$ cat src/pal_pkg.sv
// ----------------------------------------------------------------------------
// pal_pkg
// Shared types and constants of the positional array list engine.
// ----------------------------------------------------------------------------
package pal_pkg;

  localparam int CAPACITY = 16;
  localparam int IDX_W    = $clog2(CAPACITY);
  localparam int CNT_W    = $clog2(CAPACITY + 1);
  localparam int VAL_W    = 32;
  localparam int POS_W    = 5;
  localparam int FIELD_W  = 5;   // width of found_position and entry_count

  typedef enum logic [2:0] {
    ACT_INS_FRONT = 3'd0,
    ACT_INS_END   = 3'd1,
    ACT_INS_POS   = 3'd2,
    ACT_DEL_FRONT = 3'd3,
    ACT_DEL_END   = 3'd4,
    ACT_DEL_POS   = 3'd5,
    ACT_SEARCH    = 3'd6,
    ACT_DUMP      = 3'd7
  } action_t;

  typedef enum logic [2:0] {
    STAT_OK       = 3'd0,
    STAT_FULL     = 3'd1,
    STAT_EMPTY    = 3'd2,
    STAT_BADPOS   = 3'd3,
    STAT_NOTFOUND = 3'd4
  } status_t;

  // Per-cycle command broadcast to every cell of the chain.
  typedef enum logic [1:0] {
    OP_HOLD = 2'd0,
    OP_INS  = 2'd1,   // cells above idx take left, cell idx takes new_value
    OP_DEL  = 2'd2,   // cells from idx up take right
    OP_ROT  = 2'd3    // cells below idx take right, cell idx takes new_value
  } cell_op_t;

  typedef struct packed {
    cell_op_t                op;
    logic [IDX_W-1:0]        idx;
    logic [VAL_W-1:0]        new_value;
    logic [VAL_W-1:0]        key;
    logic [CNT_W-1:0]        count;
  } cell_ctl_t;

endpackage

$ cat src/pal_cell.sv
// ----------------------------------------------------------------------------
// pal_cell
// One list slot: holds an entry, shifts with its neighbors, matches a key.
// ----------------------------------------------------------------------------
module pal_cell (
  input  logic                      clk,
  input  logic [pal_pkg::IDX_W-1:0] cell_idx,
  input  pal_pkg::cell_ctl_t        ctl,
  input  logic [pal_pkg::VAL_W-1:0] left_value,
  input  logic [pal_pkg::VAL_W-1:0] right_value,
  input  logic                      seen_in,
  output logic [pal_pkg::VAL_W-1:0] value,
  output logic                      seen_out,
  output logic                      first_hit
);

  localparam int CW = pal_pkg::CNT_W;

  logic occupied;
  logic hit;

  assign occupied  = CW'(cell_idx) < ctl.count;
  assign hit       = occupied && (value == ctl.key);
  assign seen_out  = seen_in | hit;
  assign first_hit = hit & ~seen_in;

  always_ff @(posedge clk) begin
    unique case (ctl.op)
      pal_pkg::OP_HOLD: begin
        value <= value;
      end
      pal_pkg::OP_INS: begin
        if (cell_idx > ctl.idx) begin
          value <= left_value;
        end else if (cell_idx == ctl.idx) begin
          value <= ctl.new_value;
        end
      end
      pal_pkg::OP_DEL: begin
        if (cell_idx >= ctl.idx) begin
          value <= right_value;
        end
      end
      pal_pkg::OP_ROT: begin
        if (cell_idx < ctl.idx) begin
          value <= right_value;
        end else if (cell_idx == ctl.idx) begin
          value <= ctl.new_value;
        end
      end
    endcase
  end

endmodule

$ cat src/positional_array_list_engine.sv
// Latency: a result item is registered and appears in the cycle after its input item is accepted;
//   the first entry of a dump passes the state register, then the output register, and can stall.
// Throughput: one item per cycle for insert, delete and search while the output is not stalled;
//   a dump emits one result per cycle while not stalled and holds the input until its last entry.
// Reset: rst (synchronous, active high) empties the list and the output
//   register; entry storage is not cleared.
// ----------------------------------------------------------------------------
// positional_array_list_engine
// Ordered list of signed 32-bit entries kept in a chain of shifting cells,
// with insert, delete, search and dump actions.
// ----------------------------------------------------------------------------
module positional_array_list_engine (
  input  logic        clk,
  input  logic        rst,
  input  logic        s_tvalid,
  output logic        s_tready,
  input  logic [39:0] s_tdata,   // [31:0] elem_value, [36:32] position, rest zero
  input  logic [2:0]  s_tuser,   // [2:0] action
  output logic        m_tvalid,
  input  logic        m_tready,
  output logic [47:0] m_tdata,   // [4:0] found_position, [36:5] entry_value,
                                 // [41:37] entry_count, rest zero
  output logic [2:0]  m_tuser,   // [2:0] status
  output logic        m_tlast    // last
);

  localparam int CAP    = pal_pkg::CAPACITY;
  localparam int IW     = pal_pkg::IDX_W;
  localparam int CW     = pal_pkg::CNT_W;
  localparam int VW     = pal_pkg::VAL_W;
  localparam int PW     = pal_pkg::POS_W;
  localparam int FW     = pal_pkg::FIELD_W;
  localparam int CMP_W  = ((CW > PW) ? CW : PW) + 1;

  typedef enum logic [1:0] {
    S_IDLE = 2'b01,
    S_DUMP = 2'b10
  } state_t;

  state_t state;
  state_t state_next;

  // list size and dump progress
  logic [CW-1:0] count;
  logic [CW-1:0] count_next;
  logic [CW-1:0] remain;
  logic [CW-1:0] dump_pos;

  // output register
  logic                  out_valid;
  pal_pkg::status_t      out_status;
  logic [FW-1:0]         out_fpos;
  logic [VW-1:0]         out_value;
  logic [FW-1:0]         out_count;
  logic                  out_last;

  // input fields
  pal_pkg::action_t in_action;
  logic [VW-1:0]    in_value;
  logic [PW-1:0]    in_pos;
  logic [CMP_W-1:0] pos_ext;
  logic [CMP_W-1:0] cnt_ext;

  logic slot_free;
  logic in_accept;
  logic emit;

  // decoded action
  pal_pkg::status_t  res_status;
  logic [CW-1:0]     res_fpos;
  pal_pkg::cell_op_t dec_op;
  logic [IW-1:0]     dec_idx;
  logic              dump_start;
  logic              list_full;
  logic              list_empty;

  // chain
  pal_pkg::cell_ctl_t ctl;
  logic [VW-1:0]      cell_value [CAP];
  logic [CAP:0]       seen;
  logic [CAP-1:0]     first_hit;
  logic [CW-1:0]      match_pos;

  assign in_action = pal_pkg::action_t'(s_tuser);
  assign in_value  = s_tdata[VW-1:0];
  assign in_pos    = s_tdata[VW+PW-1:VW];
  assign pos_ext   = CMP_W'(in_pos);
  assign cnt_ext   = CMP_W'(count);

  assign list_full  = (count == CW'(CAP));
  assign list_empty = (count == '0);

  // Accept a new item only while idle and the output slot can take a result.
  assign slot_free = !out_valid || m_tready;
  assign s_tready  = (state == S_IDLE) && slot_free;
  assign in_accept = s_tvalid && s_tready;
  assign emit      = (state == S_DUMP) && slot_free;

  // --------------------------------------------------------------------------
  // Cell chain. Each cell sees its two neighbors; the search flag ripples up
  // from cell 0 so only the lowest matching occupied cell reports a hit.
  // --------------------------------------------------------------------------
  assign seen[0] = 1'b0;

  for (genvar g = 0; g < CAP; g++) begin : g_cell
    logic [VW-1:0] left_v;
    logic [VW-1:0] right_v;

    if (g == 0) begin : g_first
      assign left_v = '0;
    end else begin : g_mid_l
      assign left_v = cell_value[g-1];
    end

    if (g == CAP - 1) begin : g_last
      assign right_v = '0;
    end else begin : g_mid_r
      assign right_v = cell_value[g+1];
    end

    pal_cell u_cell (
      .clk         (clk),
      .cell_idx    (IW'(g)),
      .ctl         (ctl),
      .left_value  (left_v),
      .right_value (right_v),
      .seen_in     (seen[g]),
      .value       (cell_value[g]),
      .seen_out    (seen[g+1]),
      .first_hit   (first_hit[g])
    );
  end

  // At most one first_hit is set; fold it into a 1-based position.
  always_comb begin
    match_pos = '0;
    for (int i = 0; i < CAP; i++) begin
      if (first_hit[i]) begin
        match_pos = match_pos | CW'(i + 1);
      end
    end
  end

  // --------------------------------------------------------------------------
  // Action decode: status, new count and the command for the chain.
  // Full and empty checks come before the position check.
  // --------------------------------------------------------------------------
  always_comb begin
    res_status = pal_pkg::STAT_OK;
    res_fpos   = '0;
    count_next = count;
    dec_op     = pal_pkg::OP_HOLD;
    dec_idx    = '0;
    dump_start = 1'b0;
    unique case (in_action)
      pal_pkg::ACT_INS_FRONT: begin
        if (list_full) begin
          res_status = pal_pkg::STAT_FULL;
        end else begin
          dec_op     = pal_pkg::OP_INS;
          count_next = count + CW'(1);
        end
      end
      pal_pkg::ACT_INS_END: begin
        if (list_full) begin
          res_status = pal_pkg::STAT_FULL;
        end else begin
          dec_op     = pal_pkg::OP_INS;
          dec_idx    = IW'(count);
          count_next = count + CW'(1);
        end
      end
      pal_pkg::ACT_INS_POS: begin
        if (list_full) begin
          res_status = pal_pkg::STAT_FULL;
        end else if (pos_ext == '0 || pos_ext > cnt_ext + CMP_W'(1)) begin
          res_status = pal_pkg::STAT_BADPOS;
        end else begin
          dec_op     = pal_pkg::OP_INS;
          dec_idx    = IW'(pos_ext - CMP_W'(1));
          count_next = count + CW'(1);
        end
      end
      pal_pkg::ACT_DEL_FRONT: begin
        if (list_empty) begin
          res_status = pal_pkg::STAT_EMPTY;
        end else begin
          dec_op     = pal_pkg::OP_DEL;
          count_next = count - CW'(1);
        end
      end
      pal_pkg::ACT_DEL_END: begin
        if (list_empty) begin
          res_status = pal_pkg::STAT_EMPTY;
        end else begin
          dec_op     = pal_pkg::OP_DEL;
          dec_idx    = IW'(count - CW'(1));
          count_next = count - CW'(1);
        end
      end
      pal_pkg::ACT_DEL_POS: begin
        if (list_empty) begin
          res_status = pal_pkg::STAT_EMPTY;
        end else if (pos_ext == '0 || pos_ext > cnt_ext) begin
          res_status = pal_pkg::STAT_BADPOS;
        end else begin
          dec_op     = pal_pkg::OP_DEL;
          dec_idx    = IW'(pos_ext - CMP_W'(1));
          count_next = count - CW'(1);
        end
      end
      pal_pkg::ACT_SEARCH: begin
        if (seen[CAP]) begin
          res_fpos = match_pos;
        end else begin
          res_status = pal_pkg::STAT_NOTFOUND;
        end
      end
      pal_pkg::ACT_DUMP: begin
        if (list_empty) begin
          res_status = pal_pkg::STAT_EMPTY;
        end else begin
          dump_start = 1'b1;
        end
      end
    endcase
  end

  // Chain command. During a dump, rotate the occupied cells down by one per
  // emitted item, wrapping cell 0 to the top; after count steps the list is
  // back in its original order.
  always_comb begin
    ctl.key       = in_value;
    ctl.count     = count;
    ctl.op        = pal_pkg::OP_HOLD;
    ctl.idx       = '0;
    ctl.new_value = in_value;
    if (state == S_DUMP) begin
      ctl.op        = emit ? pal_pkg::OP_ROT : pal_pkg::OP_HOLD;
      ctl.idx       = IW'(count - CW'(1));
      ctl.new_value = cell_value[0];
    end else if (in_accept) begin
      ctl.op  = dec_op;
      ctl.idx = dec_idx;
    end
  end

  // --------------------------------------------------------------------------
  // Sequencer
  // --------------------------------------------------------------------------
  always_comb begin
    state_next = state;
    unique case (state)
      S_IDLE: begin
        if (in_accept && dump_start) begin
          state_next = S_DUMP;
        end
      end
      S_DUMP: begin
        if (emit && remain == CW'(1)) begin
          state_next = S_IDLE;
        end
      end
      default: begin
        state_next = S_IDLE;
      end
    endcase
  end

  always_ff @(posedge clk) begin
    if (rst) begin
      state     <= S_IDLE;
      count     <= '0;
      remain    <= '0;
      dump_pos  <= '0;
      out_valid <= 1'b0;
    end else begin
      state <= state_next;
      if (in_accept) begin
        count    <= count_next;
        remain   <= count;
        dump_pos <= CW'(1);
      end else if (emit) begin
        remain   <= remain - CW'(1);
        dump_pos <= dump_pos + CW'(1);
      end
      // Hold the result until taken; load a new one when the slot frees.
      if ((in_accept && !dump_start) || emit) begin
        out_valid <= 1'b1;
      end else if (m_tready) begin
        out_valid <= 1'b0;
      end
    end
  end

  // Output payload: no reset needed.
  always_ff @(posedge clk) begin
    if (in_accept && !dump_start) begin
      out_status <= res_status;
      out_fpos   <= FW'(res_fpos);
      out_value  <= '0;
      out_count  <= FW'(count_next);
      out_last   <= 1'b1;
    end else if (emit) begin
      out_status <= pal_pkg::STAT_OK;
      out_fpos   <= FW'(dump_pos);
      out_value  <= cell_value[0];
      out_count  <= FW'(count);
      out_last   <= (remain == CW'(1));
    end
  end

  assign m_tvalid = out_valid;
  assign m_tuser  = out_status;
  assign m_tlast  = out_last;
  assign m_tdata  = {6'd0, out_count, out_value, out_fpos};

`ifndef SYNTHESIS
  a_count_range: assert property (@(posedge clk) disable iff (rst)
    count <= CW'(CAP))
    else $error("list count beyond capacity");

  a_ins_grows: assert property (@(posedge clk) disable iff (rst)
    (in_accept && dec_op == pal_pkg::OP_INS) |=> count == $past(count) + CW'(1))
    else $error("successful insert did not grow the list");

  a_del_shrinks: assert property (@(posedge clk) disable iff (rst)
    (in_accept && dec_op == pal_pkg::OP_DEL) |=> count == $past(count) - CW'(1))
    else $error("successful delete did not shrink the list");

  a_dump_keeps_count: assert property (@(posedge clk) disable iff (rst)
    (state == S_DUMP) |=> count == $past(count))
    else $error("list count changed during a dump");

  a_dump_nonempty: assert property (@(posedge clk) disable iff (rst)
    (state == S_DUMP) |-> (count != '0 && remain != '0))
    else $error("dump running on an empty list");
`endif

endmodule

$ cat config.mk
export PLATFORM = sky130hd
export DESIGN_NAME = positional_array_list_engine
export DESIGN_NICKNAME = d
export VERILOG_FILES = /design/src/pal_pkg.sv /design/src/pal_cell.sv /design/src/positional_array_list_engine.sv
export SDC_FILE = /design/constraint.sdc
export NUM_CORES = 2
export LEC_CHECK = 0
export BUFFER_PORTS_ARGS = -buffer_cell sky130_fd_sc_hd__buf_2
export CORE_MARGIN = 3
export CORE_UTILIZATION = 50
export CTS_CLUSTER_SIZE = 16
export DETAILED_ROUTE_END_ITERATION = 12
export PLACE_DENSITY = 0.69
export SLEW_MARGIN = 10
export SYNTH_ARGS = -nofsm -noshare
export SYNTH_HDL_FRONTEND = slang
export SYNTH_SLANG_ARGS = --single-unit
$ cat constraint.sdc
create_clock -name clk -period 7.35 [get_ports clk]
set_input_delay 0.3675 -clock clk [delete_from_list [all_inputs] [get_ports clk]]
set_output_delay 0.3675 -clock clk [all_outputs]
set_load 0.01 [all_outputs]
==> reports/results.tsv <==
metric	value	unit
fin. max-slew vios	0	
Num CTS Buffers	70	
status	complete, no violations	
worst hold stages	2	
met1 WL	68100	µm
Site Rows	105	
setup_tns	0	ps
Finished Core Util	54.8	%
drt pass-1 iters	9	
global-route wire length before repair	267000	µm
largest cells by area after synthesis	edfxtp_1 38%, xnor2_1 7.0%, mux2i_1 6.9%	
met2 routed WL	74100	µm
most frequent cell after synthesis	edfxtp_1	
dpl cells	5350	
CP Class	reg -> reg	
average wire per standard cell	34.2	µm
cts hold-fix bufs	0	
CP Capture Type	flip-flop	
Top-Level Pins	101	
DR WL met3	30700	µm
share of post-route cells with drive strength above 1	9.97	%
IO buf count	91	
VDD IR max	0.179	mV
area delta synth->final	8.03	%
clock-pin slew on the worst setup and hold paths	70	ps
initial core utilization	50.7	%
worst-skew pair later-pin latency	650	ps
startpoint types	flip-flop	
clk root buf	clkbuf_16	
Clock Sinks	576	
vias post-DR	40900	
Detailed Route WL	187000	µm
fin crit period	5790	ps
Synth Area in Adders	0.628	%
Max Used Layer	met5	
post_cts resized	0	
#FFs+latches synth	576	
Ys Warns	0	
asr flop ratio synth	0	%
post-route ant nets	0	
Fmax achieved	0.173	GHz
Mapped Area	41800	µm²
Via-to-Cell Ratio	7.48	
flop2flop setup slack	1560	ps
Worst Tran Pin Value	1330	ps
Final setup viols	0	
RSZ-0062 raised after global routing	false	
mux cell area share after synthesis	6.94	%
Worst EP arrival	6110	ps
Seq/Total Area, Yosys	40.1	%
Tot GR Track Use	41.5	%
pwr/cell area	218	nW/µm²
Post-DP HPWL	125000	µm
Syn Area/Cell	9.32	µm²
H-tree depth	3	
fin nets	4420	
number of flops mapped to enable cells by yosys	525	
Post-Synth Simple-Gate Area	17.2	%
fin cells	5475	
Tot Pwr	0.00987	W
# Post-CTS Setup Buffers	0	
Clock Path Buffers	3	
Tcrit/Tclk final	78.8	%
pin count of the biggest net entering global routing	97	
MaxCap Viol Count	0	
GRT overflow	0	
Core Area	82500	µm²
Initial DRC Count	7520	
final instance area	45200	µm²
post-synthesis compound-gate area fraction	18.9	%
vias in the first global route	37900	
Synth cell types	101	
worst min path class	in -> reg	
die area	87200	µm²
Cells after Synth	4486	
Crit Path Max Fanout	29	
cell type with the largest total area after synthesis	edfxtp_1	
Setup Skew	34.0	ps
Die Ht	295	µm
DRC violations left	0	
ys flop type	edfxtp_1	
R2R depth	14	
Post-Synth XOR/XNOR Area	11.0	%
synth cell count leaders	525 x edfxtp_1, 439 x nor2_1, 341 x nand2_1, 333 x xnor2_1, 295 x clkbuf_1	
WP data required	7670	ps
CTS tree	done	
instance area at placement	43000	µm²
leakage power	16.8	nW
Yosys top cell area share	37.7	%
number of antenna violations at the first check in global routing	3	
Max-slew headroom	11.2	%
Die X	295	µm
largest family of logic cells by synthesized area	compound AO/OA/AOI/OAI gates	
final hold vios	0	
global placement routability congestion	1.03	
-- cell families (layout without fill, tap and decap cells) --
family,Yosys count,count (layout)
compound gates,1087,1087
xor+xnor,524,524
fa+ha+maj,21,21
buf+inv,507,419
flops,576,576
mux,290,290
other cells,1,8
simple gates,1480,1480
-- where the power goes --
group          leakage (nW)  total (W)  switching [W]  internal (W)
logic                  10.5    0.00207        0.00138      0.000694
clock network          1.05    0.00344        0.00152       0.00192
registers              5.26    0.00436       0.000404       0.00396
-- through the flow --
step           hold slack [ps]  worst slack, ps
2_1_floorplan              455              486
3_3_place_gp               449             1720
3_5_place_dp               454             1710
4_1_cts                    115             1720
5_1_grt                    153             1350
6_report                   137             1560
-- worst paths after layout --
| path | startpoint | end |
|---|---|---|
| worst min register to register | out_value[31]$_SDFFE_PP0P_ | out_value[31]$_SDFFE_PP0P_ |
| worst max-delay path | count[0]$_SDFFE_PP0P_ | g_cell[4].u_cell.value[26]$_DFFE_PP_ |
| worst min-delay path | rst | remain[2]$_SDFFE_PP0P_ |
| worst max register to register | count[0]$_SDFFE_PP0P_ | g_cell[4].u_cell.value[26]$_DFFE_PP_ |
-- sequential cells by signal, indices dropped and copies added (netlist names) --
register	flops
dump_pos	5
g_cell.u_cell.value	512
count	5
m_tuser	3
m_tlast	1
remain	5
out_value	32
out_count	5
out_fpos	5
state	2
m_tvalid	1
-- metal layers --
metal,vias up,GRT usage [%]
met4,4,25.4
met3,811,15.6
li1,16700,-
met2,3787,56.8
met5,-,0
met1,19600,55.3
-- area by class of cell --
class	count	area, µm²
fillers	7467	37300
multi-input cells	3408	23200
flip-flops and latches	576	16800
clock buffers	91	1890
repair buffers	211	1360
well taps	1070	1340
inverters	85	319
clock inverters	32	250
diodes	2	5.00
-- worst max-delay path, stage by stage (launching register included) --
cell	delay [ps]
dfxtp_1	700
ha_1	340
nand3_1	130
xnor2_1	250
ha_1	290
and3_1	200
and3_1	200
a221oi_4	440
o22ai_4	230
a21oi_4	570
buf_4	350
nand3_2	640
o21ai_2	490
buf_4	430
o221ai_1	190
-- placed cells by master (no fill, tap or decap), types with 152 or more instances in the layout --
cell,instances
edfxtp_1,525
nor2_1,437
xnor2_1,333
nand2_1,331
mux2i_1,290
nand3_1,236
xor2_1,191
o21ai_0,187
a22oi_1,164
o21ai_1,157
nand4_1,152
o311ai_1,152
No activity file was read; power rests on OpenSTA's default activity.
